### config.mk
export PLATFORM = sky130hd
export DESIGN_NAME = aks_iter
export DESIGN_NICKNAME = d
export VERILOG_FILES = /design/src/rtl/aks_pkg.sv /design/src/rtl/aks_iter.sv
export SDC_FILE = /design/constraint.sdc
export NUM_CORES = 1
export LEC_CHECK = 0
export ABC_AREA = 1
export ABC_CLOCK_PERIOD_IN_PS = 3600
export BUFFER_PORTS_ARGS = -buffer_cell sky130_fd_sc_hd__buf_4
export CELL_PAD_IN_SITES_DETAIL_PLACEMENT = 1
export CELL_PAD_IN_SITES_GLOBAL_PLACEMENT = 1
export CORE_UTILIZATION = 39
export DETAILED_ROUTE_END_ITERATION = 12
export PLACE_DENSITY = 0.84
export SYNTH_ARGS = -nofsm -noshare
export SYNTH_HDL_FRONTEND = slang
export SYNTH_SLANG_ARGS = --single-unit
### constraint.sdc
create_clock -name i_clk -period 3.6 [get_ports i_clk]
set_input_delay 0.18 -clock i_clk [delete_from_list [all_inputs] [get_ports i_clk]]
set_output_delay 0.18 -clock i_clk [all_outputs]
set_load 0.02 [all_outputs]
### src/rtl/aks_pkg.sv
package aks_pkg;

    localparam int unsigned DataW  = 32;
    localparam int unsigned CfgIdxW = 3;
    localparam int unsigned StdW   = 28;
    localparam int unsigned NormW  = 17;
    localparam int unsigned GainW  = 31;
    localparam int unsigned CntW   = 5;

    localparam logic signed [DataW-1:0] InitEstimateDef = '0;

    localparam logic [CfgIdxW-1:0] RegInitP    = 3'd0;
    localparam logic [CfgIdxW-1:0] RegMeasN    = 3'd1;
    localparam logic [CfgIdxW-1:0] RegQLow     = 3'd2;
    localparam logic [CfgIdxW-1:0] RegQHigh    = 3'd3;
    localparam logic [CfgIdxW-1:0] RegStdLow   = 3'd4;
    localparam logic [CfgIdxW-1:0] RegStdHigh  = 3'd5;
    localparam logic [CfgIdxW-1:0] RegQStep    = 3'd6;
    localparam logic [CfgIdxW-1:0] RegVarW     = 3'd7;

    localparam logic [31:0] InitPRst   = 32'd16777216;
    localparam logic [31:0] MeasNRst   = 32'd167772;
    localparam logic [31:0] QLowRst    = 32'd1678;
    localparam logic [31:0] QHighRst   = 32'd8388608;
    localparam logic [31:0] StdLowRst  = 32'd168;
    localparam logic [31:0] StdHighRst = 32'd8388608;
    localparam logic [31:0] QStepRst   = 32'd16777;
    localparam logic [15:0] VarWRst    = 16'd62259;

    localparam logic [CntW-1:0] NormSteps = 5'd17;
    localparam logic [CntW-1:0] GainSteps = 5'd31;
    localparam logic [CntW-1:0] SqrtSteps = 5'd28;

    typedef enum logic [4:0] {
        S_IDLE, S_SQ, S_RVA, S_RVB, S_RVC, S_SQRT, S_NORM, S_NDIV,
        S_SM1, S_SM2, S_SM3, S_LIM1, S_LIM2, S_GAIN, S_GDIV,
        S_XM1, S_XM2, S_XN, S_EV, S_EU, S_FIN
    } t_state;

    typedef struct packed {
        logic            start;
        logic            sqrt;
        logic [31:0]     num;
        logic [32:0]     den;
        logic [CntW-1:0] steps;
    } t_iter_cmd;

    typedef struct packed {
        logic             busy;
        logic             done;
        logic [GainW-1:0] res;
    } t_iter_sts;

endpackage

### src/rtl/aks_iter.sv
module aks_iter
    import aks_pkg::*;
(
    input  logic      i_clk,
    input  logic      i_rst_n,
    input  t_iter_cmd i_cmd,
    output t_iter_sts o_sts
);

    logic [33:0]      r_rem;
    logic [GainW-1:0] r_q;
    logic [31:0]      r_op;
    logic [CntW-1:0]  r_cnt;
    logic             r_first;
    logic             r_sqrt;
    logic             r_busy;
    logic             r_done;
    logic [32:0]      r_den;

    logic [33:0] t_val;
    logic [33:0] t_sub;
    logic        ge;

    always_comb begin
        if (r_sqrt) begin
            t_val = {r_rem[31:0], r_op[31:30]};
            t_sub = {4'b0, r_q[27:0], 2'b01};
        end else begin
            t_val = r_first ? r_rem : {r_rem[32:0], 1'b0};
            t_sub = {1'b0, r_den};
        end
        ge = (t_val >= t_sub);
    end

    always_ff @(posedge i_clk) begin
        if (!i_rst_n) begin
            r_busy <= 1'b0;
            r_done <= 1'b0;
        end else begin
            r_done <= 1'b0;
            if (i_cmd.start) begin
                r_busy  <= 1'b1;
                r_sqrt  <= i_cmd.sqrt;
                r_rem   <= i_cmd.sqrt ? '0 : {2'b0, i_cmd.num};
                r_op    <= i_cmd.num;
                r_den   <= i_cmd.den;
                r_q     <= '0;
                r_cnt   <= i_cmd.steps - 5'd1;
                r_first <= 1'b1;
            end else if (r_busy) begin
                r_rem   <= ge ? (t_val - t_sub) : t_val;
                r_q     <= {r_q[GainW-2:0], ge};
                r_op    <= {r_op[29:0], 2'b00};
                r_first <= 1'b0;
                if (r_cnt == '0) begin
                    r_busy <= 1'b0;
                    r_done <= 1'b1;
                end else begin
                    r_cnt <= r_cnt - 5'd1;
                end
            end
        end
    end

    assign o_sts.busy = r_busy;
    assign o_sts.done = r_done;
    assign o_sts.res  = r_q;

`ifndef SYNTHESIS
    a_no_start_busy: assert property (@(posedge i_clk) disable iff (!i_rst_n)
        i_cmd.start |-> !r_busy) else $error("iter start while busy");
    a_done_ends: assert property (@(posedge i_clk) disable iff (!i_rst_n)
        r_done |-> !r_busy) else $error("iter done while busy");
    a_done_after_busy: assert property (@(posedge i_clk) disable iff (!i_rst_n)
        $rose(r_done) |-> $past(r_busy)) else $error("iter done without work");
`endif

endmodule

Yosys cells after proc, flatten, opt, wreduce, memory -nomap -nowiden. Cells that the tools add are included.

Bits in registers: 139. Bits of input ports: 74. Output and inout bits: 33. Logic and storage cells: 40.

Add/sub/neg operators: 3. Order comparisons: 1. Equality and inequality tests: 1. Multiplexer cells: 18. Reduce and logical (&&, ||, !) cells: 6. Bitwise logic cells: 2.

Operator list (number): 34-bit two-way mux (5); 32-bit two-way mux (3); 34-bit greater-or-equal comparator (1); 34-bit subtractor (1); 33-bit two-way mux (1); 31-bit two-way mux (1); 5-bit two-way mux (3); 5-bit by 1-bit subtractor with 5-bit output, second input constant (2); 5-bit logical NOT (1); 1-bit two-way mux (5); 2-bit AND reduction (2); 3-bit AND reduction (1); 3-bit OR reduction (1); 2-bit != test, second input constant (1); 1-bit inverter (2); 2-bit nonzero test (1).

Longest topological paths before layout. Gate-level depths: netlist (run 1).

Depth in word-level cells: 6. Depth in mapped cells: 21.

Worst setup path after synthesis (run 1). OpenSTA, ideal clock, no wires.

Kind: input to register. Start point: input i_cmd[71] in the netlist's numbering. End point: register r_first (enable). Stages: 4. Buffers on the path: 2. Setup time: 0.460 ns. Required time: 3.140 ns. Arrival: 3.011 ns. Setup slack: 0.130 ns. Cells stage by stage: clkbuf_1 clkbuf_1 nand2_1 nand2_1.

Word-level cells in the longest chain between the ends: 2.

RTL lines: start, declared (RTL line aks_iter.sv:6) `input t_iter_cmd i_cmd,`; 2-bit nonzero test (no line); 2-bit AND reduction (no line); end signal, assigned (RTL line aks_iter.sv:49) `r_first <= 1'b1;`; end signal, assigned (RTL line aks_iter.sv:54) `r_first <= 1'b0;`; end, declared (RTL line aks_iter.sv:14) `logic r_first;`.

No other way between the ends. A chain may end at the register's enable or synchronous reset.

Worst setup path after layout (run 1).
Start point: register r_sqrt. End point: register r_rem[8] (data pin).

Word-level cells in the longest chain between the ends: 5.

RTL lines: start, declared (RTL line aks_iter.sv:15) `logic r_sqrt;`; start signal, assigned (RTL line aks_iter.sv:43) `r_sqrt <= i_cmd.sqrt;`; 34-bit two-way mux / 33-bit two-way mux (equally long branches) (RTL line aks_iter.sv:25) `if (r_sqrt) begin`; 34-bit subtractor / 34-bit greater-or-equal comparator (equally long branches) (RTL line aks_iter.sv:51, aks_iter.sv:32); 34-bit two-way mux * (RTL line aks_iter.sv:51) `r_rem <= ge ? (t_val - t_sub) : t_val;`; 34-bit two-way mux * (RTL line aks_iter.sv:50) `end else if (r_busy) begin`; 34-bit two-way mux * (RTL line aks_iter.sv:41) `if (i_cmd.start) begin`; end signal, assigned (RTL line aks_iter.sv:44) `r_rem <= i_cmd.sqrt ? '0 : {2'b0, i_cmd.num};`; end signal, assigned (RTL line aks_iter.sv:51); end, declared (RTL line aks_iter.sv:10) `logic [33:0] r_rem;`.

Mark *: on every way between the ends. The rest lies on a longest branch, timed or not. The select of a mux whose other input is x is not followed.

==> flow_metrics.tcl, run 1 <==
set metrics [dict create \
    status "finished, final reports clean" \
    critPathKind "flop to flop" \
    drt.antenna.violating_nets 0 \
    grt-ovfl-total 0 \
    drt-total-wl_um 30600 \
    diodes 0 \
    ir_worst_vdd_v 0.000360 \
    reg2reg_slack_ps 140 \
    grt_pass1_vias 9431 \
    grt_use_total 0.247 \
    yosysWarnings 0 \
    cpPeakStageDelay_ps 580 \
    num-fill-cells 3033 \
    crit_path_end "r_rem[8]$_DFFE_PP_" \
    grt_pass1_wl_um 49000 \
    period_share 0.962 \
    io_pins 107 \
    fin_nets 1539 \
    ys_seq_elements 139 \
    syn_to_final_growth_pct 21.3 \
    synth_cell_types 34 \
    yosys_most_used_dff "edfxtp_1" \
    wl_per_cell_um 17.3 \
    cts_root_buffer "clkbuf_16" \
    gp_congestion 0.890 \
    relSlewSlack 0.439 \
    netlist.area_leader.share 0.428 \
    instances_no_fill 1767 \
    synth_nets 1421 \
    setup.worst_path.end_class "flop" \
    antenna_found_initial 0 \
    final_common_cell "nand2_1" \
    drc 0 \
    synth_top_cell_by_area "edfxtp_1" \
    avgViaCountPerCell 5.16 \
    clockBufferDepth 2 \
    worst_slew_pin_slew_ps 840 \
    clk_latency_ps 440 \
    cts_htree_levels 4 \
    drive_above_1_share 0.116 \
    cts.sinks 139 \
    async_reset_ff_frac 0 \
    io_buffer_count 106 \
    p_leak_nw 5.73 \
    num_vias 9122 \
    path_max_fanout 31 \
    netlist_instances 1312 \
    rsz0062_at_grt "true" \
    syn_area_um2 9600 \
    finalHoldViolations 0 \
    path_cells "inv_2 > buf_12 > o21ai_0 > ha_2 > nand2_1 > inv_1 > nand2_1 > nand2_1 > nand2_1 > nand2_1 > inv_1 > nand2_1 > nand2_1 > buf_6 > nand4_1 > nand3_1 > nand2_1" \
    place_inst 1700 \
    path_clk_slew_ps 60 \
    whs_ps 33.2 \
    dieWidth_um 159 \
    synth_edf_count 137 \
    r2r-start "r_sqrt$_DFFE_PP_" \
    hpwl_um 22600 \
    yosysSeqAreaShare 0.433 \
    first_pass_iters 5 \
    fp-row-count 57 \
    hp-class "input pin to flop" \
    dieHeight_um 159 \
    p_per_area_nw_per_um2 517 \
    fmax_mhz 289 \
    critPathLaunch "r_sqrt$_DFFE_PP_" \
    grt_max_degree 66 \
    slowest_stage "o21ai_0" \
    dieArea_um2 25300 \
    setup_viol 0 \
    cts_tree "built" \
    timing.final.max_slew_violations 0 \
    cp-start-kind "flop" \
    finClkSkew_ps 12.3 \
    drt_iter0_markers 630 \
    synthTopCellsByArea "edfxtp_1, nand2_1, inv_1, ha_1, nand3_1" \
    fin_crit_ps 3460 \
    critPathMostFrequentCell "nand2_1" \
    crit_arrival_ps 3640 \
    maxCapViolCount 0 \
    r2r.worst_path.cells 17 \
    r2r_end "r_rem[8]$_DFFE_PP_" \
    cts_buffers 17 \
    critPathRequiredTime_ps 3780 \
    fp.coreArea_um2 24200 \
    start_util 0.396 \
    layout_common_cells "nand2_1, inv_1, edfxtp_1" \
    syn_area_per_cell_um2 7.32 \
]
kinds of logic after synthesis:
family,synth area share
and+or+nand+nor,0.313
buffers and inverters,0.113
DFF,0.433
AOI/OAI and AO/OA,0.0743
adders and majority gates,0.0464
xor gates and xnor gates,0.0164
muxes,0.00417
stage by stage:
step                TNS [ps]  total power, mW  cell area [um^2]  setup WS (ps)  utilization
finish                     0             6.02             11700            136        0.480
global route           -1.09             6.34             11700          -1.09        0.480
CTS                        0             5.98             11600            145        0.479
detailed placement         0             4.24             10700            168        0.442
global placement           0             4.15             10700            193        0.442
floorplan                  0             3.54              9600            130            -
routing by layer:
layer / GRT usage / vias to the layer above / wire, um
met5: 0 / - / 0
met2: 0.404 / 221 / 14200
met3: 0.0368 / 39 / 1500
met4: 0.0642 / 0 / 585
li1: - / 4445 / -
met1: 0.341 / 4417 / 14300
synthesized netlist by cell type (2+ instances only):
| master | instances |
|---|---|
| buf_2 | 15 |
| inv_2 | 2 |
| mux2i_1 | 4 |
| buf_1 | 3 |
| or2_2 | 2 |
| edfxtp_1 | 137 |
| nor2_1 | 78 |
| nand4_1 | 34 |
| a21oi_1 | 27 |
| buf_6 | 3 |
| o21bai_1 | 2 |
| nand2_1 | 488 |
| o211ai_1 | 30 |
| xnor2_1 | 16 |
| xor2_1 | 2 |
| buf_4 | 3 |
| nor3_1 | 7 |
| nand3b_1 | 13 |
| nand3_1 | 82 |
| dfxtp_1 | 2 |
| nor2_2 | 2 |
| ha_1 | 34 |
| inv_1 | 217 |
| and2_1 | 4 |
| o21ai_0 | 65 |
| clkbuf_1 | 32 |
final cells by class:
type	instances	area (um^2)	share of cell area
Tap cell	324	405	0.0348
Clock inverter	15	124	0.0106
Sequential cell	139	4150	0.357
Multi-Input combinational cell	898	4380	0.376
Inverter	219	822	0.0706
Clock buffer	17	425	0.0365
Timing Repair Buffer	155	1340	0.115
worst min-delay path by stage:
stage          depth (start not counted)                 end       from
6_report                               3  r_op[19]$_DFFE_PP_  i_cmd[57]
5_1_grt                                3  r_op[28]$_DFFE_PP_  i_cmd[66]
4_1_cts                                3  r_op[26]$_DFFE_PP_  i_cmd[64]
3_5_place_dp                           1  r_den[5]$_DFFE_PP_  i_cmd[10]
3_3_place_gp                           1  r_den[3]$_DFFE_PP_   i_cmd[8]
2_1_floorplan                          0  r_den[0]$_DFFE_PP_   i_cmd[5]
sequential cells by signal, summed over array words and instances, names as in the netlist:
name	count
r_rem	34
r_cnt	5
r_done	1
r_op	32
r_sqrt	1
r_q	31
r_den	33
r_first	1
r_busy	1
what timing repair did:
action                                  CTS  global route
endpoints found under the hold margin    34             0
gates resized for setup                   0            10
setup buffers                             0             1
endpoints found under the setup margin    0            31
hold buffers                             34             0
power breakdown:
part	internal, mW	leakage [nW]	switching [mW]
Sequential	2.01	1.35	0.0740
Combinational	0.750	4.11	1.49
Clock	0.947	0.266	0.751
Total	3.70	5.73	2.32
worst max-delay path: cells and delay by family (launching register included):
family / cells / cell delay [ps]
buffers and inverters: 5 / 690
and+or+nand+nor: 10 / 1000
AOI/OAI and AO/OA: 1 / 580
DFF: 1 / 430
adders and majority gates: 1 / 480
Power figures use the tool's default switching activity.
==> run 2: changes to the inputs <==
- ABC_CLOCK_PERIOD_IN_PS: 3600 -> unset
- REMOVE_ABC_BUFFERS: unset -> 1
==> run 2 against run 1 <==
- maximum frequency is 3.2% higher
- core utilization is 0.11 points higher
- global-route usage is 0.24 points lower
- cell area is 0.24% higher
- routed wire length is 1.4% lower
- largest power group unchanged
==> flow_metrics.tcl, run 2 (synthesis gave the netlist of run 1 again) <==
set metrics [dict create \
    cts_root_buffer "clkbuf_16" \
    setup_ws_ps 245 \
    io_pins 107 \
    fp-row-count 57 \
    status "finished, final reports clean" \
    timing.final.max_slew_violations 0 \
    path_clk_slew_ps 70 \
    dieArea_um2 25300 \
    regArea_um2 4150 \
    drt_iter0_markers 423 \
    reg.largest.list "r_rem (34), r_den (33), r_op (32)" \
    maxCapViolCount 0 \
    antenna_found_initial 0 \
    first_pass_iters 7 \
    cp-start-kind "flop" \
    gp_congestion 0.893 \
    r2r.worst_path.cells 18 \
    post_cts_buffers 0 \
    grt_pass1_vias 9636 \
    ir_worst_vdd_v 0.000251 \
    crit_arrival_ps 3530 \
    drt-total-wl_um 30200 \
    num-fill-cells 3053 \
    avgViaCountPerCell 5.13 \
    diodes 0 \
    finalHoldViolations 0 \
    grt_pass1_wl_um 49100 \
    critPathMostFrequentCell "nand2_1" \
    regMostFlops "r_rem" \
    cts_htree_levels 4 \
    grt_max_degree 62 \
    io_buffer_count 106 \
    fin_crit_ps 3360 \
    critPathLaunch "r_sqrt$_DFFE_PP_" \
    hpwl_um 21000 \
    worst_slew_pin_slew_ps 949 \
    pre_cts_slack_ps 246 \
    final_core_util 0.482 \
    r2r-start "r_sqrt$_DFFE_PP_" \
    setup.worst_path.end_class "flop" \
    fmax_mhz 298 \
    p_leak_nw 5.74 \
    fp.coreArea_um2 24200 \
    period_share 0.932 \
    cts.sinks 139 \
    dieWidth_um 159 \
    critPathRequiredTime_ps 3780 \
    p_per_area_nw_per_um2 519 \
    grt_use_total 0.244 \
    holdPathStages 3 \
    start_util 0.396 \
    relSlewSlack 0.367 \
    num_vias 9058 \
    syn_to_final_growth_pct 21.6 \
    finClkSkew_ps 14.5 \
    clk_latency_ps 440 \
    cts_buffers 17 \
    cts_tree "built" \
    path_cells "inv_4 > buf_12 > o211ai_1 > o21ai_0 > ha_1 > nand2_1 > inv_1 > nand2_1 > nand2_1 > nand2_1 > nand2_1 > inv_1 > nor2_1 > nor2_4 > buf_6 > nand4_1 > nand3_1 > nand2_1" \
    instances_no_fill 1766 \
    path_depth 18 \
    drt.antenna.violating_nets 0 \
    rsz0062_at_grt "false" \
    cpPeakStageDelay_ps 470 \
    critPathKind "flop to flop" \
    setup_viol 0 \
    fin_nets 1538 \
    multi_input_area_um2 4370 \
    place_inst 1700 \
    min-delay-start "i_cmd[49]" \
    slowest_stage "edfxtp_1" \
    largest_reg_flops 34 \
    final_common_cell "nand2_1" \
    layout_common_cells "nand2_1, inv_1, edfxtp_1" \
    grt-ovfl-total 0 \
    clockBufferDepth 2 \
    hp-class "input pin to flop" \
    drc 0 \
    crit_family "simple AND/OR/NAND/NOR gates" \
    path_max_fanout 33 \
    dieHeight_um 159 \
    wl_per_cell_um 17.1 \
    drive_above_1_share 0.113 \
    worst-path-buf-inv 5 \
]
## run 2: changes by cell type in the layout (fill, tap and decap cells not counted), sizes merged
cell	change
clkinv	-8
clkinvlp	+3
bufinv	+2
clkbuf	+2
buf	-1
inv	+1
## run 2: worst paths after layout
| kind | endpoint | slack, ps |
|---|---|---|
| hold reg to reg | r_op[20]$_DFFE_PP_ | 520 |
| setup reg to reg | r_rem[5]$_DFFE_PP_ | 240 |
| hold / removal | r_op[11]$_DFFE_PP_ | 20 |
| setup / recovery | r_rem[5]$_DFFE_PP_ | 240 |
## run 2: what timing repair did
item,4_1_cts,5_1_grt
endpoints found under the hold margin,34,0
resized for setup,0,3
hold buffers,34,0
endpoints found under the setup margin,0,27
## run 2: report_power, final
| part | switching (mW) | internal [mW] | total [mW] |
|---|---|---|---|
| clock network | 0.759 | 1.10 | 1.86 |
| logic | 1.39 | 0.735 | 2.12 |
| registers | 0.0749 | 2.01 | 2.08 |
## run 2: worst register-to-register path, cell delays in order (launching register included)
cell	delay, ps
edfxtp_1	470
inv_4	190
buf_12	220
o211ai_1	160
o21ai_0	160
ha_1	340
nand2_1	190
inv_1	70
nand2_1	80
nand2_1	110
nand2_1	80
nand2_1	60
inv_1	50
nor2_1	60
nor2_4	120
buf_6	320
nand4_1	180
nand3_1	160
nand2_1	80
## run 2: layout make-up
class	instances	share of cell area
Timing Repair Buffer	154	0.113
Tap cell	324	0.0347
Multi-Input combinational cell	898	0.374
Inverter	219	0.0706
Sequential cell	139	0.356
Clock inverter	13	0.0144
Clock buffer	19	0.0371
## run 2: layer usage
metal  share of wire  track usage  up-vias
li1                -            -     4431
met1            0.46        0.314     4410
met2            0.49        0.427      179
met3           0.031       0.0308       38
met4           0.017       0.0760        0
met5               0            0        -
## run 2: through the flow
stage | setup TNS (ps) | hold slack (ps) | instance area, um^2 | power (mW)
after global routing | 0 | 37.6 | 11700 | 6.40
after CTS | 0 | 10.5 | 11700 | 6.08
after global placement | 0 | 358 | 10700 | 4.09
after detailed placement | 0 | 359 | 10700 | 4.16
final | 0 | 24.3 | 11700 | 6.06
after floorplan | -30280 | 279 | 9340 | 3.49
==> run 3: changes to the inputs <==
- CELL_PAD_IN_SITES_DETAIL_PLACEMENT: 1 -> unset
- CELL_PAD_IN_SITES_GLOBAL_PLACEMENT: 1 -> unset
- CORE_UTILIZATION: 39 -> 46
- PLACE_DENSITY: 0.84 -> 0.75
==> run 3 against run 2 <==
- register-to-register slack improved by 30 ps
- first-iteration DRC count grew 67%
- sequential share of layout area grew 0.29 points
- routed wire length shrank 12%
- hold slack better by 1.8 ps
- cell area fell by 0.80%
- worst setup slack improved by 33 ps
- clock skew down 3.3 ps
- maximum frequency is 0.98% higher
- total power decreased by 3.6%
- die area shrank 15%
- critical path type unchanged
- highest routed layer unchanged
==> flow_metrics.tcl, run 3 (synthesis gave the netlist of run 1 again) <==
set metrics [dict create \
    finalHoldViolations 0 \
    path_max_fanout 25 \
    place_inst 1646 \
    hp-class "input pin to flop" \
    relSlewSlack 0.177 \
    share_seq_of_total_power 0.357 \
    drt_iter0_markers 707 \
    fmax_mhz 301 \
    p_per_area_nw_per_um2 504 \
    crit_arrival_ps 3500 \
    cts_tree "built" \
    gp_congestion 0.920 \
    drive_above_1_share 0.111 \
    finClkSkew_ps 11.2 \
    grt-ovfl-total 0 \
    num_vias 8748 \
    start_util 0.471 \
    dieHeight_um 146 \
    first_pass_iters 8 \
    status "finished, final reports clean" \
    timing.final.max_slew_violations 0 \
    period_share 0.923 \
    io_pins 107 \
    antenna_found_initial 0 \
    grt_pass1_vias 8492 \
    regArea_um2 4150 \
    setup.worst_path.end_class "flop" \
    fp-row-count 52 \
    fin_crit_ps 3320 \
    syn_to_final_growth_pct 20.7 \
    regMostFlops "r_rem" \
    p_leak_nw 5.73 \
    maxCapViolCount 0 \
    fp.coreArea_um2 20400 \
    wl_per_cell_um 15.5 \
    clockBufferDepth 2 \
    rsz0062_at_grt "false" \
    cts_buffers 17 \
    clk_latency_ps 430 \
    path_clk_slew_ps 60 \
    cts_root_buffer "clkbuf_16" \
    largest_reg_flops 34 \
    cts_htree_levels 4 \
    hpwl_um 19000 \
    worst_slew_pin_slew_ps 1230 \
    layout_common_cells "nand2_1, inv_1, edfxtp_1" \
    avgViaCountPerCell 5.11 \
    cts_resized 0 \
    cts.sinks 139 \
    fin_nets 1538 \
    p_clk_frac 0.291 \
    grt_use_total 0.255 \
    drc 0 \
    drt-total-wl_um 26500 \
    reg.largest.list "r_rem (34), r_den (33), r_op (32)" \
    setup_viol 0 \
    setup_ws_ps 277 \
    instances_no_fill 1711 \
    num-fill-cells 1967 \
    pre_cts_slack_ps 271 \
    cp-start-kind "flop" \
    ir_worst_vdd_v 0.000275 \
    switching_power_mw 2.09 \
    dieWidth_um 146 \
    final_area_um2 11600 \
    p_sw_frac 0.358 \
    drt.antenna.violating_nets 0 \
    grt_pass1_wl_um 42700 \
    io_buffer_count 106 \
    grt_max_degree 61 \
    dieArea_um2 21500 \
    multi_input_area_um2 4370 \
    power.internal_mw 3.75 \
    final_core_util 0.569 \
    p_total_mw 5.84 \
    postPlaceCellArea_um2 10700 \
    diodes 0 \
    final_common_cell "nand2_1" \
    critPathKind "flop to flop" \
    comb_power_share 0.352 \
    critPathRequiredTime_ps 3780 \
]
-- run 3: cell count changes in the layout (fill, tap and decap cells not counted), sizes merged --
cell	delta
clkinv	+6
clkinvlp	-2
bufinv	-1
inv	-4
-- run 3: what timing repair did --
item                                   CTS  global route
hold buffers                            34             0
endpoints found under the hold margin   34             0
buffers inserted                         0             0
-- run 3: per-layer routing --
metal,up-vias,wire [um],global-route usage
li1,4430,-,-
met1,4047,12200,0.340
met2,240,12500,0.426
met3,31,1340,0.0394
met4,0,377,0.0740
met5,-,0,0
-- run 3: metrics by stage --
stage	TNS [ps]	hold WS, ps
2_1_floorplan	-30280	279
3_3_place_gp	0	358
3_5_place_dp	0	359
4_1_cts	0	15.7
5_1_grt	0	32.2
6_report	0	26.1
-- run 3: worst max-delay path, cell delays in order (launching register included) --
cell and delay, ps:
edfxtp_1 470, buf_12 200, inv_2 100, o21ai_0 100, a21oi_1 160, a21oi_1 80, ha_1 410, nand2_1 110
nor2_1 250, nand2_1 90, nand2_1 110, inv_1 50, nor2_1 180, nor2_4 60, nand3_4 250, buf_12 210
nand2_1 80, nand3_1 100, nand2_1 60
-- run 3: cell type report --
type,instances,share of cell area
sequential,139,0.359
inverter,219,0.0710
clock inverter,12,0.0109
multi-input combinational,898,0.377
clock buffer,19,0.0374
tap,270,0.0292
timing repair buffer,154,0.116
-- run 3: worst paths after layout --
check                   startpoint                  end  slack, ps  cells past startpoint
max          r_first$_SDFFCE_PP1P_  r_rem[10]$_DFFE_PP_        280                     18
min                      i_cmd[59]   r_op[21]$_DFFE_PP_         30                      3
max reg2reg  r_first$_SDFFCE_PP1P_  r_rem[10]$_DFFE_PP_        280                     18
min reg2reg     r_op[19]$_DFFE_PP_   r_op[21]$_DFFE_PP_        510                      2
-- run 3: power groups by stage --
stage                     registers, mW  logic (mW)  clock network, mW
after global placement             2.11        1.98                  0
after floorplan                    2.15        1.34                  0
after global routing               2.10        2.32               1.77
after detailed placement           2.11        2.01                  0
final                              2.08        2.06               1.70
after CTS                          2.08        2.05               1.72
